`src/hdl/rar_pkg.sv`:
```
// rar_pkg: shared types and constants for the rational arithmetic unit
// no dependencies
package rar_pkg;
  localparam int OPERAND_BITS_DEF = 16;
  localparam int RES_NUM_BITS = 33;
  localparam int RES_DEN_BITS = 31;
  localparam int OP_BITS = 3;

  localparam logic [2:0] OP_ADD = 3'd0;
  localparam logic [2:0] OP_SUB = 3'd1;
  localparam logic [2:0] OP_MUL = 3'd2;
  localparam logic [2:0] OP_DIV = 3'd3;
  localparam logic [2:0] OP_CMP = 3'd4;

  localparam logic [1:0] ORD_LESS = 2'd0;
  localparam logic [1:0] ORD_EQUAL = 2'd1;
  localparam logic [1:0] ORD_GREATER = 2'd2;

  typedef enum logic [3:0] {
    ST_IDLE, ST_MUL0, ST_MUL1, ST_MUL2, ST_SUM, ST_GCD, ST_DIVN, ST_DIVD, ST_OUT
  } state_t;
endpackage

```
`src/hdl/rational_arith_reduce_unit.sv`:
```
// rational_arith_reduce_unit: add/sub/mul/div/compare of two fractions,
// result reduced to lowest terms by a shared sequential remainder unit
// depends on rar_pkg
//
// usage: one item on s_axis (operation and four operands) gives one result
// item on m_axis. s_axis_tready is high only while the unit is idle.
// the item is normalized, then two products (three for add and subtract)
// are formed one per cycle on one shared multiplier. the gcd of numerator
// and denominator magnitude is found by euclid steps, each remainder taken
// by a restoring divider at one quotient bit per cycle; the two exact
// divisions by the gcd use the same divider. compare and zero results
// skip the gcd and the divisions, and fault and unused operation codes
// go straight to the output register.
// the result sits in an output register until m_axis_tready; a new item
// is taken in the cycle after it is delivered, so receiver stalls hold the unit.
// rst returns the sequencer to idle and drops m_axis_tvalid.
module rational_arith_reduce_unit #(
  parameter int OPERAND_BITS = rar_pkg::OPERAND_BITS_DEF
) (
  input  logic clk,
  input  logic rst,
  input  logic s_axis_tvalid,
  output logic s_axis_tready,
  // operation, a_num, a_den, b_num, b_den (lowest first), zero padded
  input  logic [((rar_pkg::OP_BITS + 4*OPERAND_BITS + 7)/8)*8-1:0] s_axis_tdata,
  output logic m_axis_tvalid,
  input  logic m_axis_tready,
  // res_num, res_den, order, fault (lowest first), zero padded
  output logic [71:0] m_axis_tdata
);
  localparam int W = OPERAND_BITS;
  localparam int PW = 2*W + 1;   // magnitude width of products and sums
  localparam int CW = $clog2(PW);
  localparam int NUM_W = rar_pkg::RES_NUM_BITS;
  localparam int DEN_W = rar_pkg::RES_DEN_BITS;
  localparam int OPW = rar_pkg::OP_BITS;

  rar_pkg::state_t state, state_next;

  logic [OPW-1:0] op;
  logic signed [W:0] an, ad, bn, bd;   // normalized, one extra bit
  logic signed [2*W+1:0] p0, p1, p2;   // products
  logic nneg;
  logic [PW-1:0] nmag, dmag;
  // divider
  logic [PW-1:0] dv_q, dv_r, dv_d;
  logic [CW-1:0] cnt;
  logic signed [NUM_W-1:0] o_num;
  logic [DEN_W-1:0] o_den;
  logic [1:0] o_ord;
  logic o_fault;

  logic [OPW-1:0] in_op;
  logic signed [W-1:0] in_an, in_ad, in_bn, in_bd;
  logic in_fault;
  assign in_op = s_axis_tdata[OPW-1:0];
  assign in_an = s_axis_tdata[OPW +: W];
  assign in_ad = s_axis_tdata[OPW+W +: W];
  assign in_bn = s_axis_tdata[OPW+2*W +: W];
  assign in_bd = s_axis_tdata[OPW+3*W +: W];
  assign in_fault = (in_ad == '0) || (in_bd == '0) ||
                    (in_op == rar_pkg::OP_DIV && in_bn == '0);

  // shared multiplier operands
  logic signed [W:0] mx, my;
  logic signed [2*W+1:0] mprod;
  always_comb begin
    case (state)
      rar_pkg::ST_MUL0: begin
        mx = an;
        my = (op == rar_pkg::OP_MUL) ? bn : bd;
      end
      rar_pkg::ST_MUL1: begin
        mx = ad;
        my = (op == rar_pkg::OP_MUL) ? bd : bn;
      end
      default: begin
        mx = ad;
        my = bd;
      end
    endcase
  end
  assign mprod = mx * my;

  // numerator and denominator before reduction
  logic signed [2*W+2:0] sum;
  logic nneg_val, num_zero;
  logic [PW-1:0] nmag_val, dmag_val;
  logic [1:0] cmp_ord;
  assign sum = (op == rar_pkg::OP_ADD) ? (2*W+3)'(p0) + (2*W+3)'(p1)
                                       : (2*W+3)'(p0) - (2*W+3)'(p1);
  always_comb begin
    if (op == rar_pkg::OP_ADD || op == rar_pkg::OP_SUB) begin
      nneg_val = (sum < 0);
      nmag_val = PW'(sum < 0 ? -sum : sum);
      dmag_val = PW'(p2);
      num_zero = (sum == '0);
    end else begin
      // products carry the signs; p1 is the denominator
      nneg_val = (p0 < 0) != (p1 < 0);
      nmag_val = PW'(p0 < 0 ? -p0 : p0);
      dmag_val = PW'(p1 < 0 ? -p1 : p1);
      num_zero = (p0 == '0);
    end
  end
  assign cmp_ord = (p0 < p1) ? rar_pkg::ORD_LESS :
                   (p0 == p1) ? rar_pkg::ORD_EQUAL : rar_pkg::ORD_GREATER;

  // restoring divider step
  logic [PW:0] shr;
  logic [PW+1:0] trial;
  logic [PW-1:0] rem_next, quo_next;
  logic step_last;
  always_comb begin
    shr = {dv_r, dv_q[PW-1]};
    trial = {1'b0, shr} - {2'b00, dv_d};
    rem_next = trial[PW+1] ? shr[PW-1:0] : trial[PW-1:0];
    quo_next = {dv_q[PW-2:0], ~trial[PW+1]};
  end
  assign step_last = (cnt == CW'(PW-1));

  always_comb begin
    state_next = state;
    case (state)
      rar_pkg::ST_IDLE: if (s_axis_tvalid) begin
        if (in_op > rar_pkg::OP_CMP || in_fault) state_next = rar_pkg::ST_OUT;
        else state_next = rar_pkg::ST_MUL0;
      end
      rar_pkg::ST_MUL0: state_next = rar_pkg::ST_MUL1;
      rar_pkg::ST_MUL1: begin
        if (op == rar_pkg::OP_ADD || op == rar_pkg::OP_SUB) state_next = rar_pkg::ST_MUL2;
        else state_next = rar_pkg::ST_SUM;
      end
      rar_pkg::ST_MUL2: state_next = rar_pkg::ST_SUM;
      rar_pkg::ST_SUM: begin
        if (op == rar_pkg::OP_CMP || num_zero) state_next = rar_pkg::ST_OUT;
        else state_next = rar_pkg::ST_GCD;
      end
      rar_pkg::ST_GCD: if (step_last && rem_next == '0) state_next = rar_pkg::ST_DIVN;
      rar_pkg::ST_DIVN: if (step_last) state_next = rar_pkg::ST_DIVD;
      rar_pkg::ST_DIVD: if (step_last) state_next = rar_pkg::ST_OUT;
      rar_pkg::ST_OUT: if (m_axis_tready) state_next = rar_pkg::ST_IDLE;
      default: state_next = rar_pkg::ST_IDLE;
    endcase
  end

  always_comb begin
    s_axis_tready = (state == rar_pkg::ST_IDLE);
    m_axis_tvalid = (state == rar_pkg::ST_OUT);
  end

  always_ff @(posedge clk) begin
    if (rst) begin
      state <= rar_pkg::ST_IDLE;
    end else begin
      state <= state_next;
      case (state)
        rar_pkg::ST_IDLE: begin
          if (s_axis_tvalid) begin
            op <= in_op;
            an <= (in_ad < 0) ? -(W+1)'(in_an) : (W+1)'(in_an);
            ad <= (in_ad < 0) ? -(W+1)'(in_ad) : (W+1)'(in_ad);
            bn <= (in_bd < 0) ? -(W+1)'(in_bn) : (W+1)'(in_bn);
            bd <= (in_bd < 0) ? -(W+1)'(in_bd) : (W+1)'(in_bd);
            o_num <= '0;
            o_den <= (in_op <= rar_pkg::OP_CMP && in_fault) ? '0 : DEN_W'(1);
            o_ord <= rar_pkg::ORD_LESS;
            o_fault <= (in_op <= rar_pkg::OP_CMP) && in_fault;
          end
        end
        rar_pkg::ST_MUL0: p0 <= mprod;
        rar_pkg::ST_MUL1: p1 <= mprod;
        rar_pkg::ST_MUL2: p2 <= mprod;
        rar_pkg::ST_SUM: begin
          o_ord <= (op == rar_pkg::OP_CMP) ? cmp_ord : rar_pkg::ORD_LESS;
          nneg <= nneg_val;
          nmag <= nmag_val;
          dmag <= dmag_val;
          dv_q <= nmag_val;
          dv_d <= dmag_val;
          dv_r <= '0;
          cnt <= '0;
        end
        rar_pkg::ST_GCD: begin
          if (step_last) begin
            cnt <= '0;
            dv_r <= '0;
            if (rem_next == '0) begin
              // dv_d now holds the gcd
              dv_q <= nmag;
            end else begin
              dv_q <= dv_d;
              dv_d <= rem_next;
            end
          end else begin
            cnt <= cnt + CW'(1);
            dv_r <= rem_next;
            dv_q <= quo_next;
          end
        end
        rar_pkg::ST_DIVN: begin
          if (step_last) begin
            nmag <= quo_next;
            dv_q <= dmag;
            dv_r <= '0;
            cnt <= '0;
          end else begin
            cnt <= cnt + CW'(1);
            dv_r <= rem_next;
            dv_q <= quo_next;
          end
        end
        rar_pkg::ST_DIVD: begin
          if (step_last) begin
            o_den <= DEN_W'(quo_next);
            o_num <= nneg ? -NUM_W'(nmag) : NUM_W'(nmag);
          end else begin
            cnt <= cnt + CW'(1);
            dv_r <= rem_next;
            dv_q <= quo_next;
          end
        end
        default: begin
        end
      endcase
    end
  end

  assign m_axis_tdata = {5'd0, o_fault, o_ord, o_den, o_num};

`ifndef NO_ASSERTIONS
  a_ready_excl: assert property (@(posedge clk) disable iff (rst)
    !(s_axis_tready && m_axis_tvalid));
  a_out_hold: assert property (@(posedge clk) disable iff (rst)
    m_axis_tvalid && !m_axis_tready |=> m_axis_tvalid && $stable(m_axis_tdata));
  a_reset_idle: assert property (@(posedge clk)
    rst |=> s_axis_tready && !m_axis_tvalid);
  a_fault_den: assert property (@(posedge clk) disable iff (rst)
    m_axis_tvalid && m_axis_tdata[66] |-> m_axis_tdata[63:33] == '0);
`endif
endmodule

```
`config.mk`:
```
export PLATFORM = sky130hd
export DESIGN_NAME = rational_arith_reduce_unit
export DESIGN_NICKNAME = d
export VERILOG_FILES = /design/src/hdl/rar_pkg.sv /design/src/hdl/rational_arith_reduce_unit.sv
export SDC_FILE = /design/constraint.sdc
export NUM_CORES = 2
export LEC_CHECK = 0
export BUFFER_PORTS_ARGS = -buffer_cell sky130_fd_sc_hd__buf_2
export CORE_ASPECT_RATIO = 0.5
export CORE_MARGIN = 3
export CORE_UTILIZATION = 50
export CTS_BUF_LIST = sky130_fd_sc_hd__clkbuf_8
export DETAILED_ROUTE_END_ITERATION = 8
export HOLD_SLACK_MARGIN = 0.06
export PLACE_DENSITY = 0.69
export SKIP_CTS_REPAIR_TIMING = 1
export SYNTH_ARGS = -nofsm -noshare
export SYNTH_HDL_FRONTEND = slang
export SYNTH_SLANG_ARGS = --single-unit
```
`constraint.sdc`:
```
create_clock -name clk -period 8.7 [get_ports clk]
set_input_delay 0.87 -clock clk [delete_from_list [all_inputs] [get_ports clk]]
set_output_delay 0.87 -clock clk [all_outputs]
set_load 0.005 [all_outputs]
```
==> metrics <==
status=finished, final reports clean; Max stage delay on crit path=0.59 ns; clock buffer count from CTS=67; Routed WL=105500 um; CP Capture Type=flip-flop; Final Cycle Share=94.90%; Ys Warns=0; detailed-route DRC error count=0; placer congestion estimate=0.9516; synth-to-layout area growth=8.696%; Syn Std Cell Area=0.03780 mm^2; Slew Viols, Final=0; crit path kind=reg -> reg; Distinct cells, synth=94; CP Launch Type=flip-flop; Max-cap violations=0; Crit-path slowest cell=fa_1; Worst Clk Skew=0.05783 ns; XOR/XNOR share of the synthesized area=6.164%; Worst Path Arrival=8.68 ns; fill count=6560; initial antenna violation count=4; Layout Nets=4642; min-delay worst type=in -> reg; register area share after synthesis=32.86%; Synth Area in Adders=22.36%; area of the multi-input gates=0.02308 mm^2; ranking of synthesized cells by area=edfxtp_1, fa_1, ha_1; Hold Vio Cnt, Final=0; Peak Freq=121.1 MHz; overflow left after global routing=0; register area=0.01242 mm^2; die area=0.07913 mm^2; leading area contributor after synthesis=edfxtp_1; clock latency on the worst-skew pair=0.74 ns; hold_ws=0.3771 ns; Die Ht=200.4 um; Max Root-Sink Buffers=3; post-route ant nets=0; Synth Area in Compound Gates=14.30%; Relative slew margins=19.44%; CTS tree=done; Final min period=8.256 ns; FFs w/ async S/R, synth=0%; Mean Syn Cell Area=9.554 um^2; Synth top area share=32.65%; dpl cell area=0.03974 mm^2; DP HPWL=83640 um; wire per inst=20.57 um; clock-pin slew of the registers on the worst-case setup and hold paths=0.06 ns; post-synthesis cell count=3956; Post-synth EDFFs=411; largest fanout on the critical path=28; RSZ-0062 raised after global routing=false; worst setup margin=0.4438 ns; Vias/cell=5.777; Post-Place Setup Slack=0.4094 ns; via count=29630; die span in x=394.8 um; vias in the first global route=29050; IO Port Bufs=139; I/O Pins=150; setup tns final=0 ns; largest family of logic cells by synthesized area=adder cells; share of layout cells above drive strength 1=9.811%; simple-gate share of the synthesized area=14.36%; mux contribution to synthesized area=3.472%; Design Area, Final=0.04108 mm^2; Std-Cell Rows=70; 1st-pass router iterations=6; Num Clock Sinks=415; first-pass GRT wire length=164700 um; H-tree lvl count=3; Synth Flop Type=edfxtp_1; #FFs+latches synth=415; Iteration-0 DRC Markers=2958; Root Driver=clkbuf_8; initial core utilization=51.13%; largest net degree at the start of global routing=87; Total GRT Usage=26.45%; Worst Tran Pin Value=1.207 ns; Core Area=0.07392 mm^2; final setup fails=0; CP required=9.13 ns; Most Frequent Cell on Critical Path=fa_1
==> per-stage QoR <==
step                      utilization (%)  std cells
after floorplan                         -       3962
after global placement              53.76       5004
after detailed placement            53.76       5004
after CTS                           55.49       5121
after global routing                55.58       5127
final                               55.58       5128
==> worst max-delay path, delay by kind of cell (launching register included) <==
kind	cells	cell delay, ns
AND/OR/NAND/NOR	6	1.17
adder cells (fa/ha/maj)	7	3.34
XOR/XNOR	1	0.12
AO/OA/AOI/OAI	10	1.99
flip-flops	1	0.44
buffers and inverters	4	0.42
multiplexers	1	0.49
==> state kept, by name, summed over array words and instances, names as in the netlist, 6 cells and up <==
name,count
p0,34
p1,34
dmag,33
dv_d,33
dv_q,33
dv_r,33
nmag,33
o_num,33
p2,33
o_den,31
ad,17
an,17
bd,17
bn,17
cnt,6
==> final timing paths <==
path	depth (start not counted)	endpoint	start	slack [ns]
setup / recovery	29	p0[32]	op[0]	0.44
setup reg to reg	29	p0[32]	op[0]	0.44
hold / removal	1	an[0]	s_axis_tdata[3]	0.38
hold reg to reg	2	dv_q[4]	dmag[4]	0.57
==> per-layer routing <==
metal | up-vias | GRT usage [%] | part of all wire, %
met1 | 14370 | 39.14 | 46
met5 | - | 0 | 0.012
met3 | 179 | 4.524 | 8.3
met4 | 2 | 8.472 | 3.1
li1 | 13920 | - | -
met2 | 1164 | 39.60 | 43
==> cell type report <==
| cell class | instances | area share, % |
|---|---|---|
| inverter | 452 | 4.130 |
| clock buffer | 67 | 2.244 |
| sequential | 415 | 30.24 |
| timing repair buffer | 222 | 3.256 |
| tap | 1008 | 3.070 |
| clock inverter | 50 | 0.8710 |
| antenna | 2 | 0.01218 |
| multi-input combinational | 2912 | 56.18 |
==> synth_stat cells (23+ instances only) <==
cell type    n
nor3_1      48
clkbuf_1   142
and2_1      46
nor2_1     409
and3_1      32
mux2i_1     85
o31ai_1     56
xnor2_1    174
nand2b_1    46
or4_1       24
a31oi_1     26
ha_1       197
a21oi_1    172
mux2_2      40
a211oi_1    36
a22oi_1     31
nand2_1    382
o21ai_0    245
edfxtp_1   411
fa_1       299
nand3_1     46
a21o_1      36
xor2_1      92
inv_1      452
or3_1       42
o21bai_1    23
==> kinds of logic (layout without fill, tap and decap cells) <==
group,count (synthesis),in the layout
compound gates,834,834
xor+xnor,266,266
simple gates,1183,1183
fa+ha+maj,496,496
flops,415,415
other cells,1,9
buf+inv,635,791
mux,126,126
==> placed cells by master (no fill, tap or decap), drive strengths merged, types with 23 or more instances in the layout <==
master,count
inv,478
edfxtp,411
nor2,409
nand2,382
fa,299
o21ai,266
buf,221
ha,197
xnor2,174
a21oi,173
xor2,92
mux2i,85
clkbuf,68
o31ai,56
nor3,49
nand3,47
nand2b,46
and2,46
or3,42
mux2,41
a211oi,37
a21o,36
and3,32
a22oi,32
a31oi,26
or4,24
o21bai,23
Power is not shown: default switching activity piles up to over one toggle a cycle in this logic, so the estimate is an artifact.
